$ cat src/rtl/lgi_ram.sv
`timescale 1ns / 1ps
`default_nettype none
module lgi_ram #(
   parameter int WIDTH = 32,
   parameter int DEPTH = 16
) (
   input  wire                      clock,
   input  wire                      wr_en,
   input  wire  [$clog2(DEPTH)-1:0] wr_addr,
   input  wire  [WIDTH-1:0]         wr_data,
   input  wire  [$clog2(DEPTH)-1:0] rd_addr,
   output logic [WIDTH-1:0]         rd_data
);
   logic [WIDTH-1:0] mem_ff [DEPTH];

   always_ff @(posedge clock) begin
      if (wr_en) begin
         mem_ff[wr_addr] <= wr_data;
      end
      rd_data <= mem_ff[rd_addr];
   end
endmodule
`default_nettype wire

$ cat config.mk
export PLATFORM = sky130hd
export DESIGN_NAME = lgi_ram
export DESIGN_NICKNAME = d
export VERILOG_FILES = /design/src/rtl/lgi_ram.sv
export SDC_FILE = /design/constraint.sdc
export NUM_CORES = 1
export LEC_CHECK = 0
export BUFFER_PORTS_ARGS = -buffer_cell sky130_fd_sc_hd__buf_4
export CAP_MARGIN = 20
export CELL_PAD_IN_SITES_DETAIL_PLACEMENT = 1
export CELL_PAD_IN_SITES_GLOBAL_PLACEMENT = 2
export CORE_MARGIN = 4
export CORE_UTILIZATION = 44
export CTS_CLUSTER_DIAMETER = 50
export CTS_CLUSTER_SIZE = 20
export DETAILED_ROUTE_END_ITERATION = 6
export PLACE_DENSITY_LB_ADDON = 0.1
export SYNTH_ARGS = -nofsm -noshare
export SYNTH_HDL_FRONTEND = slang
export SYNTH_SLANG_ARGS = --single-unit
$ cat constraint.sdc
create_clock -name clock -period 7.31 [get_ports clock]
set_input_delay 0.731 -clock clock [delete_from_list [all_inputs] [get_ports clock]]
set_output_delay 0.731 -clock clock [all_outputs]
set_load 0.05 [all_outputs]
==> impl_metrics.json <==
{
  "status": "complete, no violations",
  "ir_drop_v": 0.000196,
  "crit_top_cell": "buf_4",
  "cap_violations": 0,
  "cts_setup_buffers": 0,
  "avgSynthCellArea_sq_um": 23.7,
  "power.total_uw": 6590,
  "clk_path_buf_depth": 3,
  "hold_depth": 1,
  "power_density_nw_per_um2": 287,
  "yosys.area.top_type": "edfxtp_1",
  "grt_overflow": 0,
  "hold_start": "wr_data[11]",
  "grt_usage_pct": 19.2,
  "setup_viol": 0,
  "grt_pass1_vias": 9940,
  "p_leak_uw": 0.00734,
  "antenna-diode-count": 0,
  "ios": 74,
  "period_share_pct": 36.4,
  "postCtsResizedCells": 0,
  "seq_area_frac_synth_pct": 80.7,
  "reg2reg_depth": 3,
  "vias_per_cell": 5.66,
  "insertion_delay_ps": 580,
  "cts_tree": "yes",
  "max_freq_mhz": 375,
  "core_sq_um": 44400,
  "grt_max_degree": 74,
  "r2r_slack_ps": 5900,
  "postLayoutCellArea_sq_um": 23000,
  "synth_nets": 880,
  "rr_startpoint": "mem_ff[11][15]$_DFFE_PP_",
  "synth_seq_cells": 544,
  "tightest_slew_ps": 1130,
  "endpoint_kind": "flip-flop",
  "final_util_pct": 51.7,
  "layout_commonest_cell": "edfxtp_1",
  "ant_nets": 0,
  "cts_sinks": 544,
  "grt_setup_unrepaired": "no",
  "hold_viol_final": 0,
  "clock_skew_ps": 16.1,
  "port_buffers": 73,
  "die_y_um": 220,
  "holdBufCountCts": 0,
  "crit_fanout": 73,
  "drive_above_1_share_pct": 33.6,
  "critPathRequiredTime_ps": 7770,
  "ys_top_cells_by_area": "edfxtp_1 77%, mux4_2 15%, dfxtp_1 3.2%",
  "crit_path_start_kind": "primary input",
  "num_vias": 8905,
  "start_util_pct": 44.7,
  "crit_chain": "buf_4, buf_4, mux4_2, a22oi_1, nand2_1",
  "maxSlewHeadroom_pct": 24.8,
  "drv_slew": 0,
  "cts_buffers": 48,
  "place_area_sq_um": 21200,
  "drt_wl_total_um": 45200,
  "final_cell_mix": "512 x edfxtp_1, 128 x mux4_2, 96 x buf_4, 64 x a22oi_1, 49 x clkbuf_16",
  "dieArea_sq_um": 48600,
  "first_pass_iters": 4,
  "crit_path_top_delay_cell": "buf_4",
  "cts-root-buf": "clkbuf_16",
  "die_w_um": 220,
  "min_period_ps": 2660,
  "worst-setup-path-type": "primary input to flip-flop",
  "r2r-end": "rd_data[15]$_DFF_P_",
  "crit_arrival_ps": 3120,
  "drc_errors": 0,
  "nNetsFinal": 984,
  "antenna_found_initial": 1,
  "num_rows": 77,
  "wl_per_cell_um": 28.7,
  "setup_tns_ps": 0,
  "yosys_warnings": 0,
  "synth_cells": 838,
  "syn2layout_area_growth_pct": 15.7,
  "max_stage_delay_ps": 810,
  "place.gp.congestion": 0.698,
  "worst_hold_path.endpoint": "mem_ff[1][11]$_DFFE_PP_",
  "drtIter0Drc": 754,
  "ys_types": 18,
  "cts_htree_levels": 2,
  "clk_pin_slew_ps": 80,
  "grt_pass1_wl_um": 66700,
  "cpLargestDelayFamily": "buffers and inverters",
  "place_hpwl_um": 22100,
  "hold_path_class": "primary input to flip-flop",
  "path_buf_inv": 2,
  "synth_top_area_share_pct": 77.4,
  "netlist_area_sq_um": 19900
}
## state kept, by name (all words and copies together), names as in the netlist
signal / cells
mem_ff: 512
rd_data: 32
## cell usage after synthesis, drive strengths merged
master and count:
mux4 128, nor3 4, or3b 1, nor2b 2, dfxtp 32, nand2 33, nand3b 2, edfxtp 512
nand2b 2, clkbuf 17, nand3 1, nor2 13, and2 1, buf 26, a22oi 64
## worst max-delay path by stage
stage	from	end	slack (ps)	cells after the start
3_5_place_dp	rd_addr[1]	rd_data[22]$_DFF_P_	3990	5
5_1_grt	rd_addr[0]	rd_data[1]$_DFF_P_	4420	5
2_1_floorplan	wr_addr[2]	mem_ff[0][0]$_DFFE_PP_	3400	2
4_1_cts	rd_addr[0]	rd_data[26]$_DFF_P_	4620	5
6_report	rd_addr[1]	rd_data[22]$_DFF_P_	4650	5
3_3_place_gp	rd_addr[0]	rd_data[25]$_DFF_P_	4060	5
## cell type report
type / count / area (sq um)
Tap cell: 592 / 741
Clock buffer: 54 / 1240
Timing Repair Buffer: 97 / 734
Fill cell: 3800 / 21500
Multi-Input combinational cell: 251 / 3750
Clock inverter: 35 / 478
Sequential cell: 544 / 16000
## cell families (layout without fill, tap and decap cells)
| group | after synthesis | in the layout | synth area share, % |
|---|---|---|---|
| buf+inv | 43 | 186 | 1.12 |
| compound gates | 64 | 64 | 2.42 |
| simple gates | 59 | 59 | 1.27 |
| flops | 544 | 544 | 80.7 |
| mux | 128 | 128 | 14.5 |
## report_power, final
| part | total (uW) | leakage [uW] | internal [uW] | switching, uW |
|---|---|---|---|---|
| clock network | 2690 | 0.000835 | 1500 | 1200 |
| registers | 3510 | 0.00489 | 3480 | 23.3 |
| logic | 388 | 0.00161 | 141 | 247 |
## routing by layer
layer	GRT usage, %	up-vias	routed length [um]
li1	-	3782	-
met4	4.27	2	666
met2	32.3	222	23000
met3	2.98	48	2260
met1	27.1	4851	19200
met5	0	-	13
## through the flow
| stage | hold slack, ps | cells | worst slack, ps |
|---|---|---|---|
| after floorplan | 635 | 838 | 3400 |
| after global placement | 643 | 1484 | 4060 |
| after detailed placement | 661 | 1484 | 3990 |
| after CTS | 403 | 1573 | 4620 |
| after global routing | 432 | 1573 | 4420 |
| final | 437 | 1573 | 4650 |
No activity file was read; power rests on OpenSTA's default activity.
