$ cat config.mk
export PLATFORM = sky130hd
export DESIGN_NAME = lgi_div
export DESIGN_NICKNAME = d
export VERILOG_FILES = /design/src/rtl/lgi_div.sv
export SDC_FILE = /design/constraint.sdc
export NUM_CORES = 1
export LEC_CHECK = 0
export BUFFER_PORTS_ARGS = -buffer_cell sky130_fd_sc_hd__buf_2
export CAP_MARGIN = 40
export CORE_ASPECT_RATIO = 0.7
export CORE_MARGIN = 2
export CORE_UTILIZATION = 25
export DETAILED_ROUTE_END_ITERATION = 7
export MAX_ROUTING_LAYER = met4
export SKIP_CTS_REPAIR_TIMING = 1
export SYNTH_ARGS = -nofsm -noshare
export SYNTH_HDL_FRONTEND = slang
export SYNTH_SLANG_ARGS = --single-unit
$ cat constraint.sdc
create_clock -name clock -period 3.15 [get_ports clock]
set_input_delay 0.63 -clock clock [delete_from_list [all_inputs] [get_ports clock]]
set_output_delay 0.63 -clock clock [all_outputs]
set_load 0.05 [all_outputs]
$ cat src/rtl/lgi_div.sv
`timescale 1ns / 1ps
`default_nettype none
// Restoring radix-2 divider: (dividend << FRAC_BITS) / divisor, one quotient bit a cycle.
module lgi_div #(
   parameter int FRAC_BITS = 16
) (
   input  wire                   clock,
   input  wire                   reset,
   input  wire                   start,
   input  wire  [32:0]           dividend,
   input  wire  [32:0]           divisor,
   output logic                  done,
   output logic [33+FRAC_BITS-1:0] quot
);
   localparam int DW  = 33 + FRAC_BITS;
   localparam int CW  = $clog2(DW + 1);

   logic          busy_ff;
   logic          done_ff;
   logic [CW-1:0] cnt_ff;
   logic [33:0]   rem_ff;
   logic [DW-1:0] dvd_ff;
   logic [32:0]   dsr_ff;
   logic [33:0]   trial;
   logic          fits;

   assign trial = {rem_ff[32:0], dvd_ff[DW-1]};
   assign fits  = trial >= {1'b0, dsr_ff};

   always_ff @(posedge clock) begin
      if (reset) begin
         busy_ff <= 1'b0;
         done_ff <= 1'b0;
         cnt_ff  <= '0;
      end else begin
         done_ff <= 1'b0;
         if (start) begin
            busy_ff <= 1'b1;
            cnt_ff  <= CW'(DW);
         end else if (busy_ff) begin
            cnt_ff <= cnt_ff - CW'(1);
            if (cnt_ff == CW'(1)) begin
               busy_ff <= 1'b0;
               done_ff <= 1'b1;
            end
         end
      end
   end

   always_ff @(posedge clock) begin
      if (start) begin
         dvd_ff <= {dividend, {FRAC_BITS{1'b0}}};
         dsr_ff <= divisor;
         rem_ff <= '0;
      end else if (busy_ff) begin
         rem_ff <= fits ? trial - {1'b0, dsr_ff} : trial;
         dvd_ff <= {dvd_ff[DW-2:0], fits};
      end
   end

   assign done = done_ff;
   assign quot = dvd_ff;
endmodule
`default_nettype wire

==> qor.yml <==
tns_ps: 0
syn_avg_cell_area_um2: 9.87
cts-root-buf: "clkbuf_16"
dpl.hpwl_um: 11800
grt-ovfl-total: 0
slowest_stage: "edfxtp_1"
maxSlewViolCount: 0
ys_seq_area_share_pct: 47.4
gp_congestion: 0.836
first_iter_violations: 320
skew_ps: 11.0
num_io_pins: 119
p_leak_nw: 3.62
grt_pass1_wl_um: 27300
drt-pass1-iter-count: 4
path_clk_slew_ps: 60
max-slew-margin-rel_pct: 59.2
worst_setup_path_start_kind: "register"
tightest_slew_ps: 606
power_mw: 4.97
portBuffers: 118
drtAntennaViolNets: 0
syn_area_um2: 6590
yosys_warnings: 0
tritoncts: "built"
drc: 0
hp-class: "in2reg"
synth_largest_area_cell: "edfxtp_1"
synth_commonest_cells: "nor2_1, edfxtp_1, nand2_1"
end_kind: "register"
crit_type: "reg2reg"
final_nets: 897
dieArea_um2: 27700
synth_most_common_cell: "nor2_1"
dr_total_vias: 5387
synth_top_flop_cell: "edfxtp_1"
fin_crit_sh_pct: 98.7
async_flop_share_pct: 0
start_util_pct: 25.5
die_y_um: 140
antenna_found_initial: 2
core_um2: 25800
ir_drop_v: 0.000381
synth_top_area_share_pct: 30.1
path_max_fanout: 7
clk_latency_ps: 420
fin_crit_ps: 3110
netlist_instances: 667
rsz0062_at_grt: "yes"
status: "finished, final reports clean"
p_per_area_nw_per_um2: 586
synth-edff-count: 66
synth_fp_nets: 772
synth-seq-cells: 123
crit_arrival_ps: 3440
post-route-cell-area_um2: 8480
grt_max_degree: 110
crit_chain: "inv_1, ha_2, inv_2, fa_2, a21o_1, a221oi_4, o221a_4, o21a_1, o211a_1, o41a_1, buf_6, nand2_2, a311oi_1"
routed_wl_um: 17000
synth_cell_types: 59
die_x_um: 198
r2r_start: "quot[48]"
wl_per_cell_um: 14.6
setup_viol: 0
drt-vias-per-instance: 4.63
drv_cap: 0
htreeDepth: 4
area_delta_synth_final_pct: 28.8
hold_viol: 0
worstSetupStartpoint: "quot[48]"
worstPathRequired_ps: 3480
hold_slack_ps: 380
grt_pass1_vias: 5245
min_from: "divisor[3]"
synth_area_leaders: "edfxtp_1, dfxtp_1, ha_1"
grt_usage_pct: 12.9
cts-buffers-inserted: 17
core.rowCount: 49
cts.path.max_buffers: 2
place_area_um2: 7680
max_stage_delay_ps: 390
max_freq_mhz: 322
layout-drive-gt1-share_pct: 26.2
cts_sinks: 123
-- kinds of logic after synthesis --
group           Yosys count  share of synthesized area [%]
mux                      23                           3.53
xor+xnor                 29                           3.86
fa+ha+maj                36                           6.95
flops                   123                           47.4
simple gates            198                           13.5
compound gates          175                           19.8
buf+inv                  83                           4.96
-- layout by cell type (no fill, tap or decap), types with 3 or more instances in the layout --
| cell type | count |
|---|---|
| o21bai_1 | 4 |
| nand2b_1 | 5 |
| nor2_1 | 70 |
| a311oi_2 | 4 |
| buf_4 | 20 |
| a31oi_1 | 5 |
| nand2_1 | 59 |
| a311oi_1 | 11 |
| dfxtp_1 | 56 |
| mux2i_1 | 21 |
| ha_1 | 34 |
| buf_12 | 3 |
| o211ai_1 | 8 |
| and3_1 | 3 |
| a22o_1 | 33 |
| xor2_1 | 11 |
| a21o_1 | 15 |
| clkbuf_16 | 21 |
| inv_1 | 44 |
| nor3_1 | 6 |
| o21ai_0 | 18 |
| nor2b_1 | 4 |
| a41oi_1 | 3 |
| buf_6 | 4 |
| nand3_1 | 18 |
| and2_1 | 3 |
| nand4_1 | 6 |
| nand2_2 | 4 |
| buf_2 | 117 |
| nand3_2 | 3 |
| a21oi_1 | 32 |
| xnor2_1 | 18 |
| o21a_1 | 8 |
| a211oi_1 | 7 |
| inv_6 | 3 |
| edfxtp_1 | 66 |
-- sequential cells by signal, summed over array words and instances, names as in the netlist --
| signal | cells |
|---|---|
| quot | 49 |
| dsr_ff | 33 |
| rem_ff | 33 |
| cnt_ff | 6 |
| busy_ff | 1 |
| done | 1 |
-- report_power, final --
part | internal [mW] | total [mW] | switching, mW
registers | 1.82 | 1.89 | 0.0704
logic | 0.413 | 1.08 | 0.662
clock network | 1.25 | 2.01 | 0.761
-- worst paths after layout --
| path | end | slack, ps | cells after the start |
|---|---|---|---|
| max reg2reg | rem_ff[28] | 40 | 13 |
| min reg2reg | rem_ff[30] | 490 | 2 |
| max | rem_ff[28] | 40 | 13 |
| min | dsr_ff[3] | 380 | 1 |
-- stage by stage --
stage / setup WS, ps / instances / utilization, %
final: 41.7 / 1164 / 32.9
after global placement: 169 / 1124 / 29.7
after floorplan: 63.7 / 667 / -
after detailed placement: 66.2 / 1125 / 29.7
after global routing: -126 / 1164 / 32.9
after CTS: 25.2 / 1157 / 32.1
-- per-layer routing --
| layer | GRT usage, % | wire [um] | vias to the layer above |
|---|---|---|---|
| li1 | - | - | 2687 |
| met1 | 18.8 | 9000 | 2551 |
| met2 | 17.2 | 6820 | 139 |
| met3 | 4.19 | 1030 | 10 |
| met4 | 2.73 | 127 | 0 |
| met5 | - | 0 | - |
-- area by class of cell --
cell class,instances,area (um2)
sequential,123,3120
tap,357,447
antenna,2,5.00
fill,2694,17300
inverter,45,169
clock inverter,9,66.3
clock buffer,23,553
multi-input combinational,461,3270
timing repair buffer,144,841
-- worst max-delay path, delay by kind of cell, from the launching register on --
kind / cells / cell delay [ps]
and+or+nand+nor: 1 / 60
AOI/OAI and AO/OA: 7 / 1710
DFF: 1 / 390
adders and majority gates: 2 / 540
buffers and inverters: 3 / 300
Note: power is estimated with default switching activity, not from simulation.
