--- config.mk ---
export PLATFORM = sky130hd
export DESIGN_NAME = lgi_mul
export DESIGN_NICKNAME = d
export VERILOG_FILES = /design/src/rtl/lgi_pkg.sv /design/src/rtl/lgi_mul.sv
export SDC_FILE = /design/constraint.sdc
export NUM_CORES = 2
export LEC_CHECK = 0
export BUFFER_PORTS_ARGS = -buffer_cell sky130_fd_sc_hd__buf_2
export CAP_MARGIN = 30
export CORE_AREA = 2 2 347 315
export CTS_CLUSTER_SIZE = 40
export DETAILED_ROUTE_END_ITERATION = 10
export DIE_AREA = 0 0 349 317
export GPL_ROUTABILITY_DRIVEN = 1
export PLACE_DENSITY = 0.67
export REMOVE_ABC_BUFFERS = 1
export SLEW_MARGIN = 20
export SYNTH_ARGS = -nofsm -noshare
export SYNTH_HDL_FRONTEND = slang
export SYNTH_SLANG_ARGS = --single-unit
--- constraint.sdc ---
create_clock -name clock -period 23.1 [get_ports clock]
set_input_delay 4.62 -clock clock [delete_from_list [all_inputs] [get_ports clock]]
set_output_delay 4.62 -clock clock [all_outputs]
set_load 0.02 [all_outputs]
--- src/rtl/lgi_pkg.sv ---
`timescale 1ns / 1ps
`default_nettype none
package lgi_pkg;
   localparam logic FUNC_LOAD = 1'b0;
   localparam logic FUNC_EVAL = 1'b1;

   localparam logic [1:0] STATUS_OK   = 2'd0;
   localparam logic [1:0] STATUS_COIN = 2'd1;
   localparam logic [1:0] STATUS_SAT  = 2'd2;

   // Bound on weights, terms and the running sum: 2^62 - 1.
   localparam logic [63:0] MAG_LIM = 64'h3FFF_FFFF_FFFF_FFFF;

   typedef logic [31:0] word_type;
endpackage
`default_nettype wire

--- src/rtl/lgi_mul.sv ---
`timescale 1ns / 1ps
`default_nettype none
// Sign-magnitude trunc(a * b / 2^FRAC_BITS), four 32x32 partial products, saturated.
module lgi_mul #(
   parameter int FRAC_BITS = 16
) (
   input  wire         clock,
   input  wire         reset,
   input  wire         start,
   input  wire  [63:0] a_mag,
   input  wire  [63:0] b_mag,
   input  wire         neg,
   output logic        done,
   output logic [63:0] res_mag,
   output logic        res_neg,
   output logic        sat
);
   import lgi_pkg::*;

   logic         busy_ff;
   logic         done_ff;
   logic [2:0]   step_ff;
   logic [63:0]  a_ff;
   logic [63:0]  b_ff;
   logic         neg_ff;
   logic [127:0] prod_ff;
   logic [63:0]  res_mag_ff;
   logic         res_neg_ff;
   logic         sat_ff;
   logic [31:0]  ah;
   logic [31:0]  bh;
   logic [63:0]  part;
   logic [127:0] part_sh;
   logic [127:0] rsh;
   logic         over;
   logic [63:0]  rmag;

   assign ah   = step_ff[1] ? a_ff[63:32] : a_ff[31:0];
   assign bh   = step_ff[0] ? b_ff[63:32] : b_ff[31:0];
   assign part = ah * bh;

   always_comb begin
      case (step_ff) inside
         3'd0:       part_sh = {64'd0, part};
         3'd1, 3'd2: part_sh = {32'd0, part, 32'd0};
         default:    part_sh = {part, 64'd0};
      endcase
   end

   assign rsh  = prod_ff >> FRAC_BITS;
   assign over = rsh > {64'd0, MAG_LIM};
   assign rmag = over ? MAG_LIM : rsh[63:0];

   always_ff @(posedge clock) begin
      if (reset) begin
         busy_ff <= 1'b0;
         done_ff <= 1'b0;
         step_ff <= '0;
      end else begin
         done_ff <= 1'b0;
         if (start) begin
            busy_ff <= 1'b1;
            step_ff <= '0;
         end else if (busy_ff) begin
            if (step_ff == 3'd4) begin
               busy_ff <= 1'b0;
               done_ff <= 1'b1;
            end else begin
               step_ff <= step_ff + 3'd1;
            end
         end
      end
   end

   always_ff @(posedge clock) begin
      if (start) begin
         a_ff    <= a_mag;
         b_ff    <= b_mag;
         neg_ff  <= neg;
         prod_ff <= '0;
      end else if (busy_ff) begin
         if (step_ff == 3'd4) begin
            res_mag_ff <= rmag;
            res_neg_ff <= neg_ff && (rmag != 64'd0);
            sat_ff     <= over;
         end else begin
            prod_ff <= prod_ff + part_sh;
         end
      end
   end

   assign done    = done_ff;
   assign res_mag = res_mag_ff;
   assign res_neg = res_neg_ff;
   assign sat     = sat_ff;
endmodule
`default_nettype wire

==> run summary <==
synth warn: 0
DRT Wirelength: 180 mm
initial DRC count: 4,129
Total GRT Usage: 32.7%
commonest non-fill, non-tap cell in the layout: inv_1
Seq/Total Area, Yosys: 16.1%
GP Congestion: 0.984
initial antenna violation count: 3
Initial Util: 49.7%
Hold Path Class: flop to flop
WP depth: 45
FF+latch count, synth: 328
Clock transition at path regs: 60 ps
outcome: completed
Worst Path Arrival: 14,810 ps
Worst Setup Start Kind: flop
number of setup buffers added after CTS: 0
final hold slack: 459 ps
simple-gate share of the synthesized area: 15.3%
row count: 114
Worst-Skew Late Latency: 660 ps
fmax: 0.0700 GHz
CTS buffer count: 42
number of setup violations in the final report: 0
Max Slew Vio Count: 0
layout cell share with drive strength beyond 1: 8.50%
synthesized area: 53,100 µm²
H-tree depth: 2
worst slew pin tran: 1210 ps
num ports: 199
clock period minus worst slack: 14,300 ps
layout net count: 7,482
routed len/inst: 24.0 µm
die height: 317 µm
Num Clock Sinks: 328
area grow syn2layout: 7.40%
synth top area cells: fa_1 (34%), edfxtp_1 (11%), ha_1 (9.3%)
clk buf depth: 3
Avg Synthesized Cell Area: 8.79 µm²
hold depth: 2
largest net degree at the start of global routing: 68
R2R Setup Slk: 8800 ps
vias per cell: 5.87
DR pass1 iterations: 6
area of the die: 111,000 µm²
largest family of logic cells by synthesized area: adder cells
cell mode on critical path: fa_1
core box area: 107,000 µm²
final-layout fill cell count: 9,855
leading cell types in the layout, fill and taps excluded: inv_1 (974), fa_1 (897), nand2_1 (768)
grt ovf: 0
Setup crit end kind: flop
Slew headroom: 19.0%
top_reg_cell synth: edfxtp_1
CP max stage cell: mux2i_4
drt drc: 0
Synth Area in Compound Gates: 10.9%
largest area contributor in the netlist: fa_1
mux contribution to synthesized area: 2.46%
setup TNS: 0 ps
top cell type's share of synthesized area: 33.8%
Setup Skew: 52.9 ps
Root Buffer: clkbuf_16
DP HPWL: 142 mm
vias in the first global route: 44,600
CP required: 23,610 ps
CTS tree: yes
remaining antenna violation count: 0
RSZ-0062 raised after global routing: false
Hold-fix buffers, CTS: 0
Synth Area in XOR/XNOR: 3.05%
wire length of the first global-routing pass: 272 mm
ys async rst share: 0%
period utilisation layout: 61.9%
Crit Path Class: flop to flop
Adder-Cell Fraction of Synth Area: 43.1%
crit path buf inv count: 8
Port Buffers: 198
max_cap viols: 0
worst reg-to-reg path cell count: 45
Post-synth EDFFs: 195
post-synthesis instance total: 6,036
die width: 349 µm
crit path max fanout: 46
top cell family by delay on the critical path: compound AO/OA/AOI/OAI gates
post_cts resized: 0
DR vias: 44,000
critical path's largest stage delay: 950 ps
Synth cell types: 93
Final Hold Viols: 0
final timing paths:
path                                               from                        end
worst max register to register  step_ff[1]$_SDFFE_PP0P_  prod_ff[122]$_SDFFE_PP0P_
worst min register to register  prod_ff[7]$_SDFFE_PP0P_    prod_ff[7]$_SDFFE_PP0P_
worst min-delay path            prod_ff[7]$_SDFFE_PP0P_    prod_ff[7]$_SDFFE_PP0P_
worst max-delay path            step_ff[1]$_SDFFE_PP0P_  prod_ff[122]$_SDFFE_PP0P_
metrics by stage:
stage                     cell area, µm²  instances  utilization (%)  worst slack [ps]
final                              57000       7487             53.3              8800
after global routing               57000       7485             53.3              8160
after CTS                          56900       7481             53.3              9080
after detailed placement           55500       7403             52.0              9170
after global placement             55500       7398             51.9              9090
after floorplan                    51900       5724                -             10120
metal layers:
layer  track usage (%)  share of wire, %  vias up
met4              12.2               4.3        4
met2              50.2                44     2094
met5                 0             0.012        -
met3              7.54                10      405
met1              45.5                41    22200
li1                  -                 -    19300
kinds of logic after synthesis:
kind of cell,Yosys count
mux,123
xor+xnor,185
buf+inv,1287
other cells,1
fa+ha+maj,1291
compound gates,911
flops,328
simple gates,1910
cells in the mapped netlist, types with 81 or more instances:
| cell type | n |
|---|---|
| a21o_1 | 120 |
| fa_1 | 897 |
| nand2b_1 | 81 |
| edfxtp_1 | 195 |
| nand2_1 | 769 |
| nor2_1 | 760 |
| a21oi_1 | 322 |
| clkbuf_1 | 270 |
| nand4_1 | 87 |
| xnor2_1 | 110 |
| ha_1 | 394 |
| inv_1 | 974 |
| dfxtp_1 | 133 |
| o21ai_0 | 164 |
area by class of cell:
class	count	area, µm²	share of cell area, %
flip-flops and latches	328	8530	15.0
inverters	974	3660	6.41
clock inverters	29	327	0.573
repair buffers	291	1700	2.98
diodes	2	5.00	0.00878
well taps	1392	1740	3.06
clock buffers	49	1110	1.95
multi-input cells	4422	39900	70.1
flip-flops by register name, summed over array words and instances (netlist names):
signal   flops
res_mag     64
done         1
prod_ff    128
step_ff      3
neg_ff       1
a_ff        64
res_neg      1
sat          1
busy_ff      1
b_ff        64
worst min-delay path, cell delays in order, from the launching register on:
cell and delay [ps]:
dfxtp_1 310, nand2_1 50, a21oi_1 50
Power is left out: the tool's default activity adds up to more than one toggle a clock period on the data nets, which glitch-free logic cannot reach.
